File: src/hw/rtl/usc_pkg.sv
// usc_pkg: constants, types and the divide step for the seconds-to-calendar block
// constant divisors use reciprocal multiplies whose scale is chosen so the quotient is exact
// no dependencies
package usc_pkg;

  // port widths
  localparam int unsigned SECS_W  = 40;
  localparam int unsigned YEAR_W  = 16;
  localparam int unsigned MONTH_W = 4;
  localparam int unsigned DOM_W   = 5;
  localparam int unsigned HOUR_W  = 5;
  localparam int unsigned MIN_W   = 6;
  localparam int unsigned SEC_W   = 6;
  localparam int unsigned WDAY_W  = 3;

  localparam int unsigned PIPE_DEPTH = 14;

  // calendar constants
  localparam int unsigned SECS_PER_DAY     = 86400;
  localparam int unsigned DAY_SHIFT        = 7;
  localparam int unsigned DAY_ODD          = SECS_PER_DAY >> DAY_SHIFT;
  localparam int unsigned SECS_PER_HOUR    = 3600;
  localparam int unsigned SECS_PER_MIN     = 60;
  localparam int unsigned DAYS_PER_WEEK    = 7;
  localparam int unsigned WEEKDAY_EPOCH    = 4;
  localparam int unsigned EPOCH_SHIFT_DAYS = 719468;
  localparam int unsigned DAYS_PER_ERA     = 146097;
  localparam int unsigned DAYS_ERA_LAST    = 146096;
  localparam int unsigned YEARS_PER_ERA    = 400;
  localparam int unsigned DAYS_PER_YEAR    = 365;
  localparam int unsigned MP_SPAN          = 153;
  localparam int unsigned MP_PARTS         = 5;
  localparam int unsigned MP_ROUND         = 2;
  localparam int unsigned MP_JANUARY       = 10;
  localparam int unsigned MONTH_MARCH      = 3;
  localparam int unsigned MONTHS_PER_YEAR  = 12;
  localparam int unsigned MONTH_FEB        = 2;

  // internal widths
  localparam int unsigned DAYS_W = 24;
  localparam int unsigned SOD_W  = 17;
  localparam int unsigned Z_W    = 25;
  localparam int unsigned ERA_W  = 7;
  localparam int unsigned DOE_W  = 18;
  localparam int unsigned YOE_W  = 9;
  localparam int unsigned DOY_W  = 9;
  localparam int unsigned S2_W   = 12;
  localparam int unsigned MP_W   = 4;
  localparam int unsigned V_W    = 11;

  // reciprocal multipliers: shift = operand bits + divisor bits, factor = 2^shift / d + 1
  localparam int unsigned ERA_SH  = 43;
  localparam logic [25:0] ERA_MUL = 26'(((64'd1 << ERA_SH) / DAYS_PER_ERA) + 1);
  localparam int unsigned WK_SH   = 28;
  localparam logic [25:0] WK_MUL  = 26'(((64'd1 << WK_SH) / DAYS_PER_WEEK) + 1);
  localparam int unsigned HR_SH   = 29;
  localparam logic [17:0] HR_MUL  = 18'(((64'd1 << HR_SH) / SECS_PER_HOUR) + 1);
  localparam int unsigned MN_SH   = 18;
  localparam logic [12:0] MN_MUL  = 13'(((64'd1 << MN_SH) / SECS_PER_MIN) + 1);
  localparam int unsigned Y4_SH   = 29;
  localparam logic [18:0] Y4_MUL  = 19'(((64'd1 << Y4_SH) / 1460) + 1);
  localparam int unsigned Y100_SH = 34;
  localparam logic [18:0] Y100_MUL = 19'(((64'd1 << Y100_SH) / 36524) + 1);
  localparam int unsigned Y365_SH = 27;
  localparam logic [18:0] Y365_MUL = 19'(((64'd1 << Y365_SH) / DAYS_PER_YEAR) + 1);
  localparam int unsigned C100_SH = 16;
  localparam logic [9:0]  C100_MUL = 10'(((64'd1 << C100_SH) / 100) + 1);
  localparam int unsigned MP_SH   = 19;
  localparam logic [11:0] MP_MUL  = 12'(((64'd1 << MP_SH) / MP_SPAN) + 1);
  localparam int unsigned D5_SH   = 14;
  localparam logic [11:0] D5_MUL  = 12'(((64'd1 << D5_SH) / MP_PARTS) + 1);

  typedef struct packed {
    logic [7:0] q;
    logic [9:0] rem;
  } div_step_t;

  typedef struct packed {
    logic [HOUR_W-1:0] hour;
    logic [MIN_W-1:0]  minute;
    logic [SEC_W-1:0]  second;
    logic [WDAY_W-1:0] weekday;
  } tod_t;

  // eight restoring steps of a long division by the odd part of a day length
  function automatic div_step_t div_odd_step8(input logic [9:0] rem_in, input logic [7:0] bits);
    div_step_t  res;
    logic [10:0] acc;
    logic [9:0]  rem;
    rem = rem_in;
    res.q = '0;
    for (int i = 7; i >= 0; i--) begin
      acc = {rem, bits[i]};
      if (acc >= 11'(DAY_ODD)) begin
        acc = acc - 11'(DAY_ODD);
        res.q[i] = 1'b1;
      end
      rem = acc[9:0];
    end
    res.rem = rem;
    return res;
  endfunction

endpackage

File: src/hw/rtl/unix_seconds_to_calendar.sv
// unix_seconds_to_calendar: splits a 40-bit count of seconds since 1970 into date, time, weekday
// depends on usc_pkg for constants, reciprocal factors and the divide step
//
//   channel | ports                                   | direction
//   in      | in_valid, in_stall, in_unix_seconds     | timestamp in
//   out     | out_valid, out_stall, out_year .. out_weekday | calendar fields out
//
// 14-stage pipeline, one transaction per cycle while out_stall is low; out_valid rises when a
// transaction reaches stage 14, and the result is taken at an edge on which out_stall is low.
// stages 1-3 divide by 86400 with 8 long-division steps each; later divisions use reciprocal multiplies.
// each stage moves when it is empty or the one after it moves, so bubbles close up under stall.
// rst_n clears the valid bits only; the data registers are not reset.
module unix_seconds_to_calendar (
  input  logic                         clk,
  input  logic                         rst_n,
  input  logic                         in_valid,
  output logic                         in_stall,
  input  logic [usc_pkg::SECS_W-1:0]   in_unix_seconds,
  output logic                         out_valid,
  input  logic                         out_stall,
  output logic [usc_pkg::YEAR_W-1:0]   out_year,
  output logic [usc_pkg::MONTH_W-1:0]  out_month,
  output logic [usc_pkg::DOM_W-1:0]    out_day_of_month,
  output logic [usc_pkg::HOUR_W-1:0]   out_hour,
  output logic [usc_pkg::MIN_W-1:0]    out_minute,
  output logic [usc_pkg::SEC_W-1:0]    out_second,
  output logic [usc_pkg::WDAY_W-1:0]   out_weekday
);
  import usc_pkg::*;

  logic [PIPE_DEPTH:1] v_r;
  logic [PIPE_DEPTH:1] adv;

  // stages 1-3: days and second of day
  logic [7:0]        q1_r;
  logic [9:0]        rem1_r;
  logic [15:0]       lo1_r;
  logic [6:0]        sl1_r;
  logic [15:0]       q2_r;
  logic [9:0]        rem2_r;
  logic [7:0]        lo2_r;
  logic [6:0]        sl2_r;
  logic [DAYS_W-1:0] days3_r;
  logic [SOD_W-1:0]  sod3_r;
  div_step_t         d1_nxt, d2_nxt, d3_nxt;

  // stages 4-7
  logic [Z_W-1:0]    z4_r, wk4_r, z5_r, wk5_r;
  logic [34:0]       hrp4_r, hrp4_nxt;
  logic [SOD_W-1:0]  sod4_r;
  logic [50:0]       erap5_r, erap5_nxt, wkp5_r, wkp5_nxt;
  logic [HOUR_W-1:0] hour5_r, hour5_nxt, hour6_r;
  logic [S2_W-1:0]   s2_5_r, s2_5_nxt, s2_6_r;
  logic [ERA_W-1:0]  era_r [6:10];
  logic [ERA_W-1:0]  era6_nxt;
  logic [DOE_W-1:0]  doe_r [6:10];
  logic [DOE_W-1:0]  doe6_nxt;
  logic [WDAY_W-1:0] wd6_r, wd6_nxt;
  logic [24:0]       mnp6_r, mnp6_nxt;
  tod_t              tod_r [7:14];
  tod_t              tod7_nxt;
  logic [36:0]       y4p7_r, y4p7_nxt, y100p7_r, y100p7_nxt;

  // stages 8-14
  logic [DOE_W-1:0]  n8_r, n8_nxt;
  logic [36:0]       y365p9_r, y365p9_nxt;
  logic [YOE_W-1:0]  yoe10_r;
  logic [18:0]       c100_prod;
  logic [DOE_W-1:0]  yd11;
  logic [DOY_W-1:0]  doy_r [11:13];
  logic [DOY_W-1:0]  doy11_nxt;
  logic [YEAR_W-1:0] ybase_r [11:13];
  logic [YEAR_W-1:0] ybase11_nxt;
  logic [V_W-1:0]    v12;
  logic [22:0]       mpp12_r, mpp12_nxt;
  logic [MP_W-1:0]   mp13_r, mp13_nxt;
  logic [V_W-1:0]    w13;
  logic [22:0]       d5p13_r, d5p13_nxt;
  logic [DOY_W-1:0]  dd14;
  logic [YEAR_W-1:0]  year14_r, year14_nxt;
  logic [MONTH_W-1:0] month14_r, month14_nxt;
  logic [DOM_W-1:0]   dom14_r, dom14_nxt;

  // a stage loads when it is empty or its contents move on
  always_comb begin
    adv[PIPE_DEPTH] = !v_r[PIPE_DEPTH] || !out_stall;
    for (int k = PIPE_DEPTH - 1; k >= 1; k--) begin
      adv[k] = !v_r[k] || adv[k+1];
    end
  end

  assign in_stall  = !adv[1];
  assign out_valid = v_r[PIPE_DEPTH];

  always_ff @(posedge clk) begin
    if (!rst_n) begin
      v_r <= '0;
    end else begin
      if (adv[1]) begin
        v_r[1] <= in_valid;
      end
      for (int k = 2; k <= PIPE_DEPTH; k++) begin
        if (adv[k]) begin
          v_r[k] <= v_r[k-1];
        end
      end
    end
  end

  always_comb begin
    // seconds / 86400 = (seconds >> 7) / 675; the top nine bits are already below 675
    d1_nxt = div_odd_step8({1'b0, in_unix_seconds[39:31]}, in_unix_seconds[30:23]);
    d2_nxt = div_odd_step8(rem1_r, lo1_r[15:8]);
    d3_nxt = div_odd_step8(rem2_r, lo2_r);

    hrp4_nxt = 35'(sod3_r) * 35'(HR_MUL);

    erap5_nxt = 51'(z4_r) * 51'(ERA_MUL);
    wkp5_nxt  = 51'(wk4_r) * 51'(WK_MUL);
    hour5_nxt = hrp4_r[HR_SH +: HOUR_W];
    s2_5_nxt  = S2_W'(sod4_r - SOD_W'(hour5_nxt) * SOD_W'(SECS_PER_HOUR));

    era6_nxt = erap5_r[ERA_SH +: ERA_W];
    doe6_nxt = DOE_W'(z5_r - Z_W'(era6_nxt) * Z_W'(DAYS_PER_ERA));
    wd6_nxt  = WDAY_W'(wk5_r - Z_W'(wkp5_r[WK_SH +: 22]) * Z_W'(DAYS_PER_WEEK));
    mnp6_nxt = 25'(s2_5_r) * 25'(MN_MUL);

    tod7_nxt.hour    = hour6_r;
    tod7_nxt.minute  = mnp6_r[MN_SH +: MIN_W];
    tod7_nxt.second  = SEC_W'(s2_6_r - S2_W'(tod7_nxt.minute) * S2_W'(SECS_PER_MIN));
    tod7_nxt.weekday = wd6_r;
    y4p7_nxt   = 37'(doe_r[6]) * 37'(Y4_MUL);
    y100p7_nxt = 37'(doe_r[6]) * 37'(Y100_MUL);

    // last day of an era counts as a leap day of year 399
    n8_nxt = doe_r[7] - DOE_W'(y4p7_r[Y4_SH +: 7]) + DOE_W'(y100p7_r[Y100_SH +: 3])
             - DOE_W'(doe_r[7] == DOE_W'(DAYS_ERA_LAST));

    y365p9_nxt = 37'(n8_r) * 37'(Y365_MUL);

    c100_prod   = 19'(yoe10_r) * 19'(C100_MUL);
    yd11        = DOE_W'(yoe10_r) * DOE_W'(DAYS_PER_YEAR) + DOE_W'(yoe10_r >> 2)
                  - DOE_W'(c100_prod[C100_SH +: 2]);
    doy11_nxt   = DOY_W'(doe_r[10] - yd11);
    ybase11_nxt = YEAR_W'(yoe10_r) + YEAR_W'(era_r[10]) * YEAR_W'(YEARS_PER_ERA);

    // march-based month index
    v12       = V_W'(doy_r[11]) * V_W'(MP_PARTS) + V_W'(MP_ROUND);
    mpp12_nxt = 23'(v12) * 23'(MP_MUL);

    mp13_nxt  = mpp12_r[MP_SH +: MP_W];
    w13       = V_W'(mp13_nxt) * V_W'(MP_SPAN) + V_W'(MP_ROUND);
    d5p13_nxt = 23'(w13) * 23'(D5_MUL);

    dd14        = d5p13_r[D5_SH +: DOY_W];
    dom14_nxt   = DOM_W'(doy_r[13] - dd14 + DOY_W'(1));
    month14_nxt = mp13_r + MONTH_W'(MONTH_MARCH)
                  - ((mp13_r >= MP_W'(MP_JANUARY)) ? MONTH_W'(MONTHS_PER_YEAR) : '0);
    year14_nxt  = ybase_r[13] + YEAR_W'(month14_nxt <= MONTH_W'(MONTH_FEB));
  end

  always_ff @(posedge clk) begin
    if (adv[1]) begin
      q1_r   <= d1_nxt.q;
      rem1_r <= d1_nxt.rem;
      lo1_r  <= in_unix_seconds[22:7];
      sl1_r  <= in_unix_seconds[6:0];
    end
    if (adv[2]) begin
      q2_r   <= {q1_r, d2_nxt.q};
      rem2_r <= d2_nxt.rem;
      lo2_r  <= lo1_r[7:0];
      sl2_r  <= sl1_r;
    end
    if (adv[3]) begin
      days3_r <= {q2_r, d3_nxt.q};
      sod3_r  <= {d3_nxt.rem, sl2_r};
    end
    if (adv[4]) begin
      z4_r   <= Z_W'(days3_r) + Z_W'(EPOCH_SHIFT_DAYS);
      wk4_r  <= Z_W'(days3_r) + Z_W'(WEEKDAY_EPOCH);
      hrp4_r <= hrp4_nxt;
      sod4_r <= sod3_r;
    end
    if (adv[5]) begin
      erap5_r <= erap5_nxt;
      z5_r    <= z4_r;
      wkp5_r  <= wkp5_nxt;
      wk5_r   <= wk4_r;
      hour5_r <= hour5_nxt;
      s2_5_r  <= s2_5_nxt;
    end
    if (adv[6]) begin
      era_r[6] <= era6_nxt;
      doe_r[6] <= doe6_nxt;
      wd6_r    <= wd6_nxt;
      hour6_r  <= hour5_r;
      mnp6_r   <= mnp6_nxt;
      s2_6_r   <= s2_5_r;
    end
    if (adv[7]) begin
      tod_r[7] <= tod7_nxt;
      y4p7_r   <= y4p7_nxt;
      y100p7_r <= y100p7_nxt;
    end
    for (int k = 7; k <= 10; k++) begin
      if (adv[k]) begin
        era_r[k] <= era_r[k-1];
        doe_r[k] <= doe_r[k-1];
      end
    end
    for (int k = 8; k <= PIPE_DEPTH; k++) begin
      if (adv[k]) begin
        tod_r[k] <= tod_r[k-1];
      end
    end
    if (adv[8]) begin
      n8_r <= n8_nxt;
    end
    if (adv[9]) begin
      y365p9_r <= y365p9_nxt;
    end
    if (adv[10]) begin
      yoe10_r <= y365p9_r[Y365_SH +: YOE_W];
    end
    if (adv[11]) begin
      doy_r[11]   <= doy11_nxt;
      ybase_r[11] <= ybase11_nxt;
    end
    for (int k = 12; k <= 13; k++) begin
      if (adv[k]) begin
        doy_r[k]   <= doy_r[k-1];
        ybase_r[k] <= ybase_r[k-1];
      end
    end
    if (adv[12]) begin
      mpp12_r <= mpp12_nxt;
    end
    if (adv[13]) begin
      mp13_r  <= mp13_nxt;
      d5p13_r <= d5p13_nxt;
    end
    if (adv[14]) begin
      year14_r  <= year14_nxt;
      month14_r <= month14_nxt;
      dom14_r   <= dom14_nxt;
    end
  end

  assign out_year         = year14_r;
  assign out_month        = month14_r;
  assign out_day_of_month = dom14_r;
  assign out_hour         = tod_r[PIPE_DEPTH].hour;
  assign out_minute       = tod_r[PIPE_DEPTH].minute;
  assign out_second       = tod_r[PIPE_DEPTH].second;
  assign out_weekday      = tod_r[PIPE_DEPTH].weekday;

  // stall at the input only when every stage holds a transaction
  a_stall_full: assert property (@(posedge clk) disable iff (!rst_n)
    in_stall |-> (&v_r))
    else $error("input stalled with an empty stage");

  a_enter: assert property (@(posedge clk) disable iff (!rst_n)
    (in_valid && !in_stall) |=> v_r[1])
    else $error("accepted transaction not captured in first stage");

  a_month: assert property (@(posedge clk) disable iff (!rst_n)
    out_valid |-> (out_month >= MONTH_W'(1) &&
                   out_month <= MONTH_W'(MONTHS_PER_YEAR) &&
                   out_day_of_month != '0))
    else $error("month or day out of range");

  a_tod: assert property (@(posedge clk) disable iff (!rst_n)
    out_valid |-> (out_hour < HOUR_W'(24) && out_minute < MIN_W'(SECS_PER_MIN) &&
                   out_second < SEC_W'(SECS_PER_MIN) &&
                   out_weekday < WDAY_W'(DAYS_PER_WEEK)))
    else $error("time of day or weekday out of range");

endmodule
File: config.mk
export PLATFORM = sky130hd
export DESIGN_NAME = unix_seconds_to_calendar
export DESIGN_NICKNAME = d
export VERILOG_FILES = /design/src/hw/rtl/usc_pkg.sv /design/src/hw/rtl/unix_seconds_to_calendar.sv
export SDC_FILE = /design/constraint.sdc
export NUM_CORES = 2
export LEC_CHECK = 0
export BUFFER_PORTS_ARGS = -buffer_cell sky130_fd_sc_hd__buf_2
export CAP_MARGIN = 0
export CORE_MARGIN = 5
export CORE_UTILIZATION = 32
export CTS_BUF_LIST = sky130_fd_sc_hd__clkbuf_8
export CTS_CLUSTER_DIAMETER = 60
export DETAILED_ROUTE_END_ITERATION = 12
export PLACE_DENSITY = 0.55
export SYNTH_ARGS = -nofsm -noshare
export SYNTH_HDL_FRONTEND = slang
export SYNTH_SLANG_ARGS = --single-unit
File: constraint.sdc
create_clock -name clk -period 10.3 [get_ports clk]
set_input_delay 0.515 -clock clk [delete_from_list [all_inputs] [get_ports clk]]
set_output_delay 0.515 -clock clk [all_outputs]
set_load 0.02 [all_outputs]
==> flow_metrics.py <==
metrics = {
    "outcome": {
        "status": "finished, final reports clean",
    },
    "global_routing": {
        "grt.total_usage_pct": 13.5,
        "antenna_found_initial": 2,
        "grt_max_degree": 65,
        "grt_first_pass_wirelength_mm": 284,
        "overflow": 0,
        "grt_pass1_vias": 53618,
    },
    "critical_path": {
        "cp.arrival_ps": 10770,
        "crit_type": "reg -> reg",
        "start_kind": "flop",
        "cp-end-kind": "flop",
        "crit_path_max_incr_delay_ps": 590,
        "cp_max_fo": 6,
        "required_ps": 10890,
        "regToRegSetupSlack_ps": 130,
        "cp_slowest_cell": "or4_4",
        "crit_top_cell": "xnor2_2",
    },
    "yosys": {
        "synth_fp_nets": 9267,
        "synth_fa_ha_area_share_pct": 44.3,
        "synthArstFlopShare_pct": 0,
        "synth.area.mux_share_pct": 1.25,
        "yosysSeqAreaShare_pct": 25.8,
        "ys_seq_elements": 675,
        "ys_types": 142,
        "yosys_warnings": 0,
        "synth-simple-area-share_pct": 7.38,
        "ys.flop_type": "edfxtp_1",
        "netlist_area_sq_um": 78200,
        "synth_compound_area_share_pct": 9.40,
        "synth_top_family_by_area": "adder cells",
        "synth.avg_cell_area_sq_um": 11.2,
        "synth_xor_area_share_pct": 4.68,
        "synth_cells": 6978,
        "synth-edff-count": 661,
    },
    "timing": {
        "whs_ps": 163,
        "drv_slew": 0,
        "grt_setup_unrepaired": "true",
        "fin_crit_ps": 10170,
        "skew_ps": 69.2,
        "hold_violations": 0,
        "finalSetupViolCount": 0,
        "fin_crit_sh_pct": 98.8,
        "tightest_slew_ps": 1130,
        "max_freq_mhz": 98.3,
        "slew_headroom_pct": 24.8,
    },
    "worst_hold_path": {
        "min_path_type": "in -> reg",
    },
    "die": {
        "die-area_sq_um": 254000,
        "die_h_um": 504,
        "die_x_um": 504,
        "rows": 181,
        "initial_core_util_pct": 32.1,
        "core_area_sq_um": 243000,
        "ioPinCount": 91,
    },
    "route": {
        "antenna_left": 0,
        "vias_per_cell": 4.74,
        "wl_per_cell_um": 16.0,
        "drc": 0,
        "vias": 50731,
        "drt_pass1_iterations": 7,
        "routed_wl_mm": 171,
        "first_iter_violations": 2373,
    },
    "final_layout": {
        "final_cell_mix": "inv_1, ha_1, fa_1",
        "areaGrowthSynthToFinish_pct": 12.3,
        "fin_area_sq_um": 87800,
        "nets": 9679,
        "layout_commonest_cell": "inv_1",
        "layout-drive-gt1-share_pct": 11.5,
    },
    "cts": {
        "ctsHtreeMaxLevel": 3,
        "path_clk_slew_ps": 70,
        "cts-root-buf": "clkbuf_8",
        "cts_tree": "yes",
        "clk_latency_ps": 850,
        "cts_buffer_depth": 3,
        "numClockSinks": 675,
        "cts_inserted_buffers": 117,
    },
    "job": {
        "max_cap_violations": 0,
    },
    "place": {
        "hpwl_mm": 142,
        "gp_congestion": 0.877,
        "dpl-instance-area_sq_um": 84200,
        "io_buffers": 90,
    },
}
## worst max-delay path: cells and delay by family, from the launching register on
family	cells	cell delay [ps]
AOI/OAI and AO/OA	15	4250
adders and majority gates	4	860
muxes	2	650
xor gates and xnor gates	6	910
DFF	1	430
buffers and inverters	4	600
and+or+nand+nor	9	2200
## cells in the mapped netlist (all sizes together) (20+ instances only)
library cell	n	area, sq um
ha	1376	17200
o21ai	169	876
o22ai	25	163
o21a	50	375
inv	1349	5070
mux2i	50	521
nor3	93	503
nand4	39	250
edfxtp	661	19800
a21boi	24	195
and3	54	339
or3	32	210
a211oi	54	445
nor4	41	297
nor2	227	885
fa	869	17400
nand2	200	753
o211ai	47	382
mux2	39	454
xnor2	286	2530
buf	67	440
nand2b	78	490
o21bai	32	240
a31oi	31	200
nand3	105	531
clkbuf	41	158
nor2b	73	457
a21o	72	541
xor2	127	1130
or2	36	225
a21oi	236	1220
a211o	20	175
and2	49	309
## sequential cells by signal, summed over array words and instances (netlist names), 17 cells and up
register and cells:
z5_r 18, era_r 35, n8_r 18, doy_r 19
z4_r 25, tod_r 160, sod3_r 17, doe_r 61
wk4_r 22, days3_r 24, ybase_r 48
## cells by family after synthesis
| family | count (synthesis) |
|---|---|
| adders and majority gates | 2245 |
| xor gates and xnor gates | 413 |
| muxes | 89 |
| DFF | 675 |
| buffers and inverters | 1457 |
| and+or+nand+nor | 1087 |
| AOI/OAI and AO/OA | 1012 |
## per-layer routing
layer | wire [um] | track usage [%]
met2 | 81000 | 22.9
met3 | 6650 | 1.83
met1 | 79000 | 18.3
met5 | 0 | 0
met4 | 4840 | 3.66
## area by class of cell
type                    count  area [sq um]
diodes                      3          7.51
clock buffers             119          1640
clock inverters           101           888
fillers                 24059        155000
inverters                1349          5070
multi-input cells        4846         53200
flip-flops and latches    675         20100
well taps                3202          4010
repair buffers            401          2870
## per-stage QoR
stage | setup TNS (ps) | utilization [%] | cells | setup slack [ps]
2_1_floorplan | -50.9 | - | 6978 | -50.9
3_3_place_gp | -4.09 | 34.6 | 10407 | -4.09
3_5_place_dp | -161 | 34.6 | 10407 | -117
4_1_cts | 0 | 35.8 | 10653 | 34.5
5_1_grt | -2360 | 36.1 | 10694 | -254
6_report | 0 | 36.1 | 10696 | 126
## repair_timing
item / in CTS / in global routing
pin swaps: 1 / 48
cloned: 0 / 0
buffers inserted: 0 / 40
resized for setup: 4 / 95
setup endpoints to repair: 8 / 23
hold buffers: 26 / 0
endpoints found under the hold margin: 26 / 0
## worst paths after layout
| kind | from | endpoint | cells past startpoint |
|---|---|---|---|
| worst max register to register | rem1_r[0] | rem2_r[8] | 40 |
| worst min-delay path | rst_n | v_r[9] | 2 |
| worst min register to register | wd6_r[2] | tod_r[0][142] | 0 |
| worst max-delay path | rem1_r[0] | rem2_r[8] | 40 |
Power is left out: the tool's default activity adds up to more than one toggle a clock period on the data nets, which glitch-free logic cannot reach.
